**config.mk**
```make
export PLATFORM = sky130hd
export DESIGN_NAME = actr_front
export DESIGN_NICKNAME = d
export VERILOG_FILES = /design/src/rtl/actr_pkg.sv /design/src/rtl/actr_front.sv
export SDC_FILE = /design/constraint.sdc
export NUM_CORES = 1
export LEC_CHECK = 0
export BUFFER_PORTS_ARGS = -buffer_cell sky130_fd_sc_hd__clkbuf_2
export CAP_MARGIN = 10
export CORE_MARGIN = 5
export CORE_UTILIZATION = 38
export CTS_CLUSTER_SIZE = 8
export DETAILED_ROUTE_END_ITERATION = 8
export PLACE_DENSITY = 0.64
export SLEW_MARGIN = 20
export SYNTH_ARGS = -nofsm -noshare
export SYNTH_HDL_FRONTEND = slang
export SYNTH_SLANG_ARGS = --single-unit
```
**constraint.sdc**
```tcl
create_clock -name clk -period 20.8 [get_ports clk]
set_input_delay 1.04 -clock clk [delete_from_list [all_inputs] [get_ports clk]]
set_output_delay 1.04 -clock clk [all_outputs]
set_load 0.02 [all_outputs]
```
**src/rtl/actr_pkg.sv**
```systemverilog
`timescale 1ns / 1ps
package actr_pkg;
	localparam int QueueDepth = 2;
	localparam logic [2:0] REG_KEY_HIGH = 3'd0;
	localparam logic [2:0] REG_KEY_LOW = 3'd1;
	localparam logic [2:0] REG_NONCE_HIGH = 3'd2;
	localparam logic [2:0] REG_NONCE_LOW = 3'd3;
	localparam logic [2:0] REG_START_COUNTER = 3'd4;

	typedef struct packed {
		logic [127:0] text;
		logic [4:0]   count;
		logic         first;
		logic [31:0]  ctr;
	} job_t;

	localparam logic [7:0] SBOX [256] = '{
	8'h63,8'h7c,8'h77,8'h7b,8'hf2,8'h6b,8'h6f,8'hc5,8'h30,8'h01,8'h67,8'h2b,8'hfe,8'hd7,8'hab,8'h76,
	8'hca,8'h82,8'hc9,8'h7d,8'hfa,8'h59,8'h47,8'hf0,8'had,8'hd4,8'ha2,8'haf,8'h9c,8'ha4,8'h72,8'hc0,
	8'hb7,8'hfd,8'h93,8'h26,8'h36,8'h3f,8'hf7,8'hcc,8'h34,8'ha5,8'he5,8'hf1,8'h71,8'hd8,8'h31,8'h15,
	8'h04,8'hc7,8'h23,8'hc3,8'h18,8'h96,8'h05,8'h9a,8'h07,8'h12,8'h80,8'he2,8'heb,8'h27,8'hb2,8'h75,
	8'h09,8'h83,8'h2c,8'h1a,8'h1b,8'h6e,8'h5a,8'ha0,8'h52,8'h3b,8'hd6,8'hb3,8'h29,8'he3,8'h2f,8'h84,
	8'h53,8'hd1,8'h00,8'hed,8'h20,8'hfc,8'hb1,8'h5b,8'h6a,8'hcb,8'hbe,8'h39,8'h4a,8'h4c,8'h58,8'hcf,
	8'hd0,8'hef,8'haa,8'hfb,8'h43,8'h4d,8'h33,8'h85,8'h45,8'hf9,8'h02,8'h7f,8'h50,8'h3c,8'h9f,8'ha8,
	8'h51,8'ha3,8'h40,8'h8f,8'h92,8'h9d,8'h38,8'hf5,8'hbc,8'hb6,8'hda,8'h21,8'h10,8'hff,8'hf3,8'hd2,
	8'hcd,8'h0c,8'h13,8'hec,8'h5f,8'h97,8'h44,8'h17,8'hc4,8'ha7,8'h7e,8'h3d,8'h64,8'h5d,8'h19,8'h73,
	8'h60,8'h81,8'h4f,8'hdc,8'h22,8'h2a,8'h90,8'h88,8'h46,8'hee,8'hb8,8'h14,8'hde,8'h5e,8'h0b,8'hdb,
	8'he0,8'h32,8'h3a,8'h0a,8'h49,8'h06,8'h24,8'h5c,8'hc2,8'hd3,8'hac,8'h62,8'h91,8'h95,8'he4,8'h79,
	8'he7,8'hc8,8'h37,8'h6d,8'h8d,8'hd5,8'h4e,8'ha9,8'h6c,8'h56,8'hf4,8'hea,8'h65,8'h7a,8'hae,8'h08,
	8'hba,8'h78,8'h25,8'h2e,8'h1c,8'ha6,8'hb4,8'hc6,8'he8,8'hdd,8'h74,8'h1f,8'h4b,8'hbd,8'h8b,8'h8a,
	8'h70,8'h3e,8'hb5,8'h66,8'h48,8'h03,8'hf6,8'h0e,8'h61,8'h35,8'h57,8'hb9,8'h86,8'hc1,8'h1d,8'h9e,
	8'he1,8'hf8,8'h98,8'h11,8'h69,8'hd9,8'h8e,8'h94,8'h9b,8'h1e,8'h87,8'he9,8'hce,8'h55,8'h28,8'hdf,
	8'h8c,8'ha1,8'h89,8'h0d,8'hbf,8'he6,8'h42,8'h68,8'h41,8'h99,8'h2d,8'h0f,8'hb0,8'h54,8'hbb,8'h16
	};

	function automatic logic [7:0] xtime(input logic [7:0] b);
		xtime = {b[6:0], 1'b0} ^ (b[7] ? 8'h1b : 8'h00);
	endfunction

	function automatic logic [31:0] sub_word(input logic [31:0] w);
		sub_word = {SBOX[w[31:24]], SBOX[w[23:16]], SBOX[w[15:8]], SBOX[w[7:0]]};
	endfunction
endpackage

```
**src/rtl/actr_front.sv**
```systemverilog
`timescale 1ns / 1ps
module actr_front import actr_pkg::*; #(
	parameter int Depth = QueueDepth
) (
	input  logic         clk,
	input  logic         arst_n,
	input  logic         in_valid,
	output logic         in_stall,
	input  logic [127:0] in_text,
	input  logic [4:0]   in_count,
	input  logic         in_first,
	input  logic [31:0]  start_counter,
	output logic         job_valid,
	input  logic         job_take,
	output job_t         job
);
	localparam int AW = (Depth > 1) ? $clog2(Depth) : 1;
	job_t          mem_q [Depth];
	logic [AW-1:0] wr_q, rd_q;
	logic [AW:0]   fill_q;
	logic [31:0]   ctr_q;
	logic          push;
	logic [31:0]   ctr_use;

	assign in_stall  = (fill_q == (AW+1)'(Depth));
	assign push      = in_valid && !in_stall;
	assign job_valid = (fill_q != '0);
	assign job       = mem_q[rd_q];
	assign ctr_use   = in_first ? start_counter : ctr_q;

	always_ff @(posedge clk) begin
		if (push) mem_q[wr_q] <= '{text: in_text, count: in_count, first: in_first, ctr: ctr_use};
	end

	always_ff @(posedge clk or negedge arst_n) begin
		if (!arst_n) begin
			wr_q <= '0; rd_q <= '0; fill_q <= '0; ctr_q <= '0;
		end else begin
			if (push) begin
				ctr_q <= ctr_use + 32'd1;
				wr_q  <= (wr_q == AW'(Depth-1)) ? '0 : wr_q + AW'(1);
			end
			if (job_take) rd_q <= (rd_q == AW'(Depth-1)) ? '0 : rd_q + AW'(1);
			fill_q <= fill_q + (AW+1)'(push) - (AW+1)'(job_take);
		end
	end
endmodule

```
==> qor_table.md, run 1 <==
| Group | Item | Value |
|:---|:---|:---|
| cells and area | Reg area | 10900 um^2 |
| logic synthesis | Number of synthesis warnings | 0 |
| power and ir drop | Portion of total power attributed to combinational logic | 31.8% |
| power and ir drop | Pint | 1.81 mW |
| logic synthesis | Mapped Area | 14700 um^2 |
| cts | Clock buffer depth | 3 |
| logic synthesis | Number of distinct library cell variants in the gate-level netlist after synthesis | 52 |
| placement | Post-place instance area | 16900 um^2 |
| sta | Achievable Freq | 214 MHz |
| floorplan | DIE HEIGHT | 207 um |
| grt | GRT Overall Usage | 14.7% |
| logic synthesis | Seq/Total Area, Yosys | 74.0% |
| route | Average detailed-routed wire length per instance | 19.1 um |
| power and ir drop | Switching pwr | 902 uW |
| grt | Wire length of the first global-routing pass | 48.7 mm |
| floorplan | Initial standard-cell utilization of the core | 38.2% |
| logic synthesis | Nets in the synthesized netlist | 1010 |
| sta | Final critical delay including setup and external delays | 4670 ps |
| cts | Root cell of the clock tree | clkbuf_16 |
| floorplan | Floorplan die width | 207 um |
| cts | Total of cells resized after clock tree synthesis | 0 |
| cells and area | Summed area of non-filler cells in the final layout | 18400 um^2 |
| floorplan | Number of standard-cell rows in the floorplan | 72 |
| logic synthesis | Number of standard cells after synthesis | 837 |
| status | Run status | complete, no violations |
| route | Vias per std cell | 4.92 |
| critical path | Data arrival at the endpoint of the critical path | 3630 ps |
| sta | Layout Skew | 19.3 ps |
| route | Number of nets with antenna violations after detailed routing | 0 |
| min path | Startpoint of the tightest hold check path | ctr_q[21]$_DFFE_PN0P_ |
| cts | Post-CTS Hold Fix Bufs | 0 |
| sta | Number of setup violations in the final report | 0 |
| floorplan | Ports | 338 |
| logic synthesis | Number of enable-type register cells in the synthesized netlist | 332 |
| logic synthesis | FFs w/ async S/R, synth | 9.78% |
| sta | Slew margin rel. | 33.0% |
| critical path | End of the worst register-to-register path | mem_q[0][56]$_DFFE_PP_ |
| min path | End point of the worst hold path | ctr_q[21]$_DFFE_PN0P_ |
| floorplan | Die area | 42700 um^2 |
| cells and area | Synthesis-to-layout area growth | 25.1% |
| critical path | Worst reg2reg startpoint | fill_q[1]$_DFF_PN0_ |
| cells and area | Number of nets in the final layout | 1374 |
| power and ir drop | Worst vdd ir | 0.0751 mV |
| cts | Number of clock buffers inserted by TritonCTS | 52 |
| critical path | Setup CP Type | flop to output pin |
| logic synthesis | Top_reg_cell synth | edfxtp_1 |
| power and ir drop | Total power per unit cell area | 148 nW/um^2 |
| logic synthesis | Mapped Avg Cell Area | 17.5 um^2 |
| placement | Weighted congestion at the end of routability-driven global placement | 0.797 |
| floorplan | Placeable core region | 38500 um^2 |
| critical path | Kind of capture point of the worst setup path | output pin |
| sta | Setup TNS | 0 ps |
| cts | Clock tree from TritonCTS | done |
| job | Max-cap check violation count | 0 |
| cells and area | Footprint of the multi-input gates | 3610 um^2 |
| cells and area | Fill count | 3360 |
| placement | Port Buffer Count | 337 |
| critical path | Worst endpoint required time | 19760 ps |
| cts | Post-CTS Setup Repair Bufs | 0 |
| critical path | Launching element type of the critical path | flop |
| sta | Final number of max-transition violations | 0 |
| critical path | Worst-case reg-to-reg path depth | 6 |
| route | Total detailed-routing wirelength | 33.2 mm |
| critical path | Largest fanout of any net on the critical path | 68 |
| sta | Final hold violation count | 0 |
| cts | Clock insertion delay at the later pin of the skew report | 570 ps |
| grt | Number of antenna violations at the first check in global routing | 2 |
| cts | Max H-tree Level | 2 |
| grt | Overall overflow remaining after global route | 0 |
| power and ir drop | Net Sw Frac | 33.2% |
| route | Post-detailed-route DRC marker count | 0 |
| critical path | Start point of the critical path | rd_q$_DFFE_PN0P_ |
| min path | Worst hold path stage count | 2 |
| logic synthesis | Flip-flop and latch count after synthesis | 368 |
| cells and area | Ratio of cells with drive above 1 in the final layout | 48.9% |
| power and ir drop | Leakage power total | 7.10 nW |
| cts | Clock transition at the registers of the reported paths | 50 ps |
| route | Via count | 8569 |
| cts | Clock sink total | 368 |
| sta | RSZ-0062 raised after global routing | false |
| placement | Half-perimeter wire length of the detailed placement result | 22.4 mm |
| power and ir drop | Power share of the sequential group | 40.8% |
| min path | Worst hold-check path type | flop to flop |
| grt | Maximum number of pins on one net before global-route repair | 75 |
| sta | Transition time at the pin with the least slew margin | 1000 ps |
| grt | Vias in the first global route | 8762 |
| route | Initial drt markers | 368 |
| sta | Final critical-path share of the clock period | 22.5% |
| route | Number of iterations in the first detailed-routing pass | 4 |
| power and ir drop | Power share of the clock group | 27.3% |
| critical path | Setup slack on the worst flop-to-flop path | 17010 ps |
critical path, cell delays in order, from the launching register on:
cell and delay (ps):
dfrtp_4 750, buf_4 780, buf_4 840, mux2_2 450, clkbuf_2 160
Yosys cell counts, types with 4 or more instances:
library cell | count | area, um^2
a21o_1 | 4 | 30.0
a221o_1 | 6 | 60.1
a22oi_1 | 4 | 30.0
and3_1 | 5 | 31.3
and4_1 | 4 | 35.0
clkbuf_1 | 29 | 109
dfrtp_1 | 36 | 901
edfxtp_1 | 332 | 9970
inv_1 | 13 | 48.8
mux2_2 | 183 | 2060
mux2i_1 | 13 | 130
nand2_1 | 50 | 188
nand2b_1 | 6 | 37.5
nand3_1 | 21 | 105
nand3b_1 | 6 | 45.0
nand4_1 | 8 | 50.1
nor2_1 | 14 | 52.6
nor3_1 | 7 | 35.0
nor4_1 | 5 | 31.3
o21ai_0 | 20 | 100
o311a_1 | 4 | 40.0
o31ai_1 | 4 | 30.0
xnor2_1 | 9 | 78.8
xor2_1 | 8 | 70.1
placed cells by master, fill, tap and decap left out, drive strengths merged, types with 3 or more instances in the layout:
cell type,instances
and3,5
nand2b,6
clkinv,3
or2,3
o21ai,20
o31ai,4
nor4,5
dfrtp,36
nand3,21
nand2,50
nor3,7
clkbuf,405
ha,3
mux2,183
nand4,9
and4,4
xor2,8
nor2,14
o311a,4
a221o,6
a22oi,4
o22ai,3
buf,11
a21o,4
inv,15
edfxtp,332
xnor2,9
nand3b,8
mux2i,13
how the worst max path moves through the flow:
stage	endpoint	cells past startpoint	slack, ps
2_1_floorplan	mem_q[0][0]$_DFFE_PP_	5	11560
3_3_place_gp	mem_q[0][91]$_DFFE_PP_	6	16390
3_5_place_dp	mem_q[0][124]$_DFFE_PP_	6	16370
4_1_cts	job[98]	4	15980
5_1_grt	job[66]	4	15880
6_report	job[98]	4	16130
sequential cells by signal, indices dropped and copies added, names as in the netlist:
signal  cells
mem_q     332
wr_q        1
rd_q        1
ctr_q      32
fill_q      2
per-stage QoR:
step | setup WS, ps | power [mW] | std cells | hold WS [ps] | util (%)
after floorplan | 11560 | 1.73 | 837 | 448 | -
after global placement | 16390 | 1.99 | 1665 | 458 | 44.0
after detailed placement | 16370 | 2.01 | 1665 | 470 | 44.0
after CTS | 15980 | 2.76 | 1739 | 481 | 47.8
after global routing | 15880 | 2.86 | 1739 | 517 | 47.8
final | 16130 | 2.71 | 1740 | 474 | 47.8
layer usage:
metal  wire length (um)  track usage [%]  up-vias
met3               3090             5.41       55
met1              13400             18.5     4224
li1                   -                -     3999
met5                 25                0        -
met4                664             4.21        4
met2              15900             24.2      287
power by group through the flow:
stage          logic (mW)  registers, mW  clock network [mW]
2_1_floorplan       0.608           1.13                   0
3_3_place_gp        0.878           1.12                   0
3_5_place_dp        0.883           1.12                   0
4_1_cts             0.887           1.11               0.766
5_1_grt             0.933           1.13               0.799
6_report            0.865           1.11               0.742
cell families (layout without fill, tap and decap cells):
family,Yosys count,count (layout),share of synthesized area (%)
DFF,368,368,74.0
muxes,196,196,14.9
and+or+nand+nor,141,141,5.14
AOI/OAI and AO/OA,62,62,3.17
buffers and inverters,50,434,1.46
xor gates and xnor gates,17,17,1.01
adders and majority gates,3,3,0.256
other,0,1,0
area by class of cell:
class	instances	area share [%]
flip-flops and latches	368	59.2
multi-input cells	419	19.6
repair buffers	347	9.59
clock buffers	69	7.48
well taps	518	3.53
clock inverters	5	0.293
inverters	13	0.266
diodes	1	0.0136
Note: power is estimated with default switching activity, not from simulation.
==> run 2: changes to the inputs <==
Settings changed: ABC_AREA set to 1, PLACE_DENSITY 0.64 to 0.66.
Clock period 20.8 ns to 4.3 ns, I/O delays scaled along.
==> run 2 against run 1 <==
  * Synthesized cell count grew 14%
  * Total power grew to 4.9 times the previous value
  * Non-clock buffer count grew 139
  * First-iteration DRC count grew 46%
  * Clock skew shrank 8.2 ps
  * Routed wire length grew 11%
  * Via count grew 9.2%
  * Critical endpoint is now job[71]
==> qor_table.md, run 2 <==
| Group | Item | Value |
|:---|:---|:---|
| status | Run status | complete, no violations |
| power and ir drop | Pint | 8.80 mW |
| critical path | Data arrival at the endpoint of the critical path | 2470 ps |
| power and ir drop | Total power per unit cell area | 668 nW/um^2 |
| route | Initial drt markers | 537 |
| cells and area | Ratio of cells with drive above 1 in the final layout | 43.8% |
| logic synthesis | Mapped Avg Cell Area | 15.6 um^2 |
| grt | Overall overflow remaining after global route | 0 |
| route | Number of nets with antenna violations after detailed routing | 0 |
| cells and area | Synthesis-to-layout area growth | 34.2% |
| cells and area | Most frequent cells in the layout | 336 x clkbuf_2, 332 x edfxtp_1, 184 x nand2_1 |
| floorplan | Ports | 338 |
| power and ir drop | Net Sw Frac | 33.8% |
| sta | RSZ-0062 raised after global routing | false |
| logic synthesis | Number of enable-type register cells in the synthesized netlist | 332 |
| cts | Root cell of the clock tree | clkbuf_16 |
| sta | Transition time at the pin with the least slew margin | 978 ps |
| logic synthesis | FFs w/ async S/R, synth | 9.78% |
| sta | Layout Skew | 11.2 ps |
| sta | Number of setup violations in the final report | 0 |
| cts | Clock transition at the registers of the reported paths | 50 ps |
| cts | Number of clock buffers inserted by TritonCTS | 52 |
| grt | Vias in the first global route | 9698 |
| grt | Maximum number of pins on one net before global-route repair | 167 |
| cells and area | Biggest regs | mem_q (332), ctr_q (32), fill_q (2) |
| logic synthesis | Synth top cells by count | 332 x edfxtp_1, 184 x nand2_1, 166 x mux2_2 |
| grt | Wire length of the first global-routing pass | 56.8 mm |
| min path | Worst hold-check path type | input port to flop |
| cts | Clock buffer depth | 3 |
| grt | Number of antenna violations at the first check in global routing | 2 |
| route | Via count | 9360 |
| route | Post-detailed-route DRC marker count | 0 |
| logic synthesis | Seq/Total Area, Yosys | 73.3% |
| route | Number of iterations in the first detailed-routing pass | 5 |
| cts | Total of cells resized after clock tree synthesis | 0 |
| route | Average detailed-routed wire length per instance | 18.4 um |
| sta | Worst-case setup margin in the final layout | 1620 ps |
| route | Vias per std cell | 4.67 |
| floorplan | Initial standard-cell utilization of the core | 38.4% |
| floorplan | DIE HEIGHT | 208 um |
| floorplan | Floorplan die width | 208 um |
| sta | Slew margin rel. | 34.8% |
| sta | Setup TNS | 0 ps |
| sta | Final critical-path share of the clock period | 62.4% |
| sta | Achievable Freq | 373 MHz |
| logic synthesis | Leading cell types by total area after synthesis | edfxtp_1 67%, mux2_2 13%, dfrtp_1 6.1% |
| logic synthesis | Post-synth top area share | 67.2% |
| cts | Clock insertion delay at the later pin of the skew report | 570 ps |
| logic synthesis | Top_reg_cell synth | edfxtp_1 |
| power and ir drop | Power share of the clock group | 27.4% |
| logic synthesis | Biggest area consumer among synthesized cells | edfxtp_1 |
| power and ir drop | Switching pwr | 4.50 mW |
| power and ir drop | Leakage power total | 7.84 nW |
| route | Total detailed-routing wirelength | 36.9 mm |
| logic synthesis | Mapped Area | 14800 um^2 |
| critical path | Largest fanout of any net on the critical path | 47 |
| logic synthesis | Number of distinct library cell variants in the gate-level netlist after synthesis | 35 |
| sta | Final critical delay including setup and external delays | 2680 ps |
| placement | Weighted congestion at the end of routability-driven global placement | 0.838 |
| sta | Final hold violation count | 0 |
| power and ir drop | Portion of total power attributed to combinational logic | 32.8% |
| placement | Worst slack at placement | 1830 ps |
| critical path | Worst endpoint required time | 4090 ps |
| cts | Post-CTS Setup Repair Bufs | 0 |
| logic synthesis | Number of standard cells after synthesis | 954 |
| job | Max-cap check violation count | 0 |
| cts | Clock tree from TritonCTS | done |
| power and ir drop | Worst vdd ir | 0.310 mV |
| sta | Final number of max-transition violations | 0 |
| logic synthesis | Number of synthesis warnings | 0 |
| placement | Placed cell count | 1787 |
| cts | Clock sink total | 368 |
| power and ir drop | Power share of the sequential group | 39.7% |
| grt | GRT Overall Usage | 16.7% |
| placement | Half-perimeter wire length of the detailed placement result | 24.4 mm |
| floorplan | Number of standard-cell rows in the floorplan | 72 |
| cts | Max H-tree Level | 2 |
| cells and area | Number of nets in the final layout | 1635 |
| cells and area | Commonest non-fill, non-tap cell in the layout | clkbuf_2 |
| floorplan | Placeable core region | 38600 um^2 |
| logic synthesis | Flip-flop and latch count after synthesis | 368 |
| logic synthesis | Nets in the synthesized netlist | 1127 |
| placement | Port Buffer Count | 337 |
| critical path | Kind of capture point of the worst setup path | output pin |
| cells and area | Register name with the most flops | mem_q |
| power and ir drop | Total Power Consumption | 13.3 mW |
| critical path | Launching element type of the critical path | flop |
| cells and area | Number of flip-flops under the largest register name | 332 |
| logic synthesis | Most frequent cell after synthesis | edfxtp_1 |
| cells and area | Count of placed standard cells in the final layout, fillers left out | 2003 |
| critical path | Setup CP Type | flop to output pin |
| floorplan | Die area | 43100 um^2 |
run 2: cell count changes in the layout (fill, tap and decap cells not counted), sizes merged, moves of 8 or more:
| cell | delta |
|---|---|
| nand2 | +180 |
| dlygate4sd3 | +139 |
| nor2 | +42 |
| mux2 | -17 |
| nand3 | +16 |
| inv | +14 |
| mux2i | -13 |
| nand4 | -8 |
run 2: cells by family (layout without fill, tap and decap cells):
logic type,after synthesis,after routing,synth area share (%)
flops,368,368,73.3
simple gates,331,331,10.5
mux,166,166,12.6
buf+inv,60,589,2.31
compound gates,20,20,0.708
xor+xnor,6,6,0.354
fa+ha+maj,3,3,0.253
other cells,0,2,0
run 2: routing by layer:
| layer | vias to the layer above | GRT usage (%) | wire (um) |
|---|---|---|---|
| met5 | - | 0 | 0 |
| met4 | 0 | 4.70 | 724 |
| met3 | 49 | 4.87 | 2720 |
| met2 | 326 | 28.6 | 18600 |
| met1 | 4532 | 20.9 | 14900 |
| li1 | 4453 | - | - |
run 2: through the flow:
stage	cell area, um^2	hold WS, ps	util [%]
CTS	19900	1.00	51.5
global placement	17100	404	44.2
floorplan	14900	-80.6	-
detailed placement	17100	408	44.2
finish	19900	37.0	51.5
global route	19900	38.3	51.5
run 2: path summary, 6_finish.rpt:
kind                       slack (ps)                   from                      to  cells past startpoint
setup / recovery                 1620       rd_q$_DFFE_PN0P_                 job[71]                      3
hold / removal                     40      start_counter[13]  mem_q[1][13]$_DFFE_PP_                      3
setup reg to reg                 2090    fill_q[1]$_DFF_PN0_  mem_q[0][89]$_DFFE_PP_                      4
hold reg to reg                   480  ctr_q[26]$_DFFE_PN0P_   ctr_q[26]$_DFFE_PN0P_                      2
max in group asynchronous        3310                 arst_n        rd_q$_DFFE_PN0P_                      2
min in group asynchronous         320                 arst_n   ctr_q[13]$_DFFE_PN0P_                      2
run 2: critical path, cell delays in order, from the launching register on:
cell and delay, ps:
dfrtp_4 660, buf_4 590, mux2_2 410, clkbuf_2 180
run 2: area by class of cell:
cell class | instances | area [um^2]
antenna | 2 | 5.00
sequential | 368 | 10900
timing repair buffer | 486 | 3180
fill | 3219 | 18700
multi-input combinational | 526 | 3650
tap | 518 | 648
clock inverter | 5 | 53.8
clock buffer | 70 | 1390
inverter | 28 | 113
run 2: power by group through the flow:
stage / Sequential (mW) / Combinational [mW] / Clock (mW)
floorplan: 5.27 / 2.94 / 0
global placement: 5.31 / 4.31 / 0
detailed placement: 5.36 / 4.33 / 0
CTS: 5.30 / 4.45 / 3.76
global route: 5.36 / 4.69 / 3.91
finish: 5.29 / 4.37 / 3.65
run 2: repair_timing:
| item | 4_1_cts | 5_1_grt |
|---|---|---|
| endpoints found under the setup margin | 0 | 0 |
| endpoints found under the hold margin | 310 | 0 |
| hold buffers | 139 | 0 |
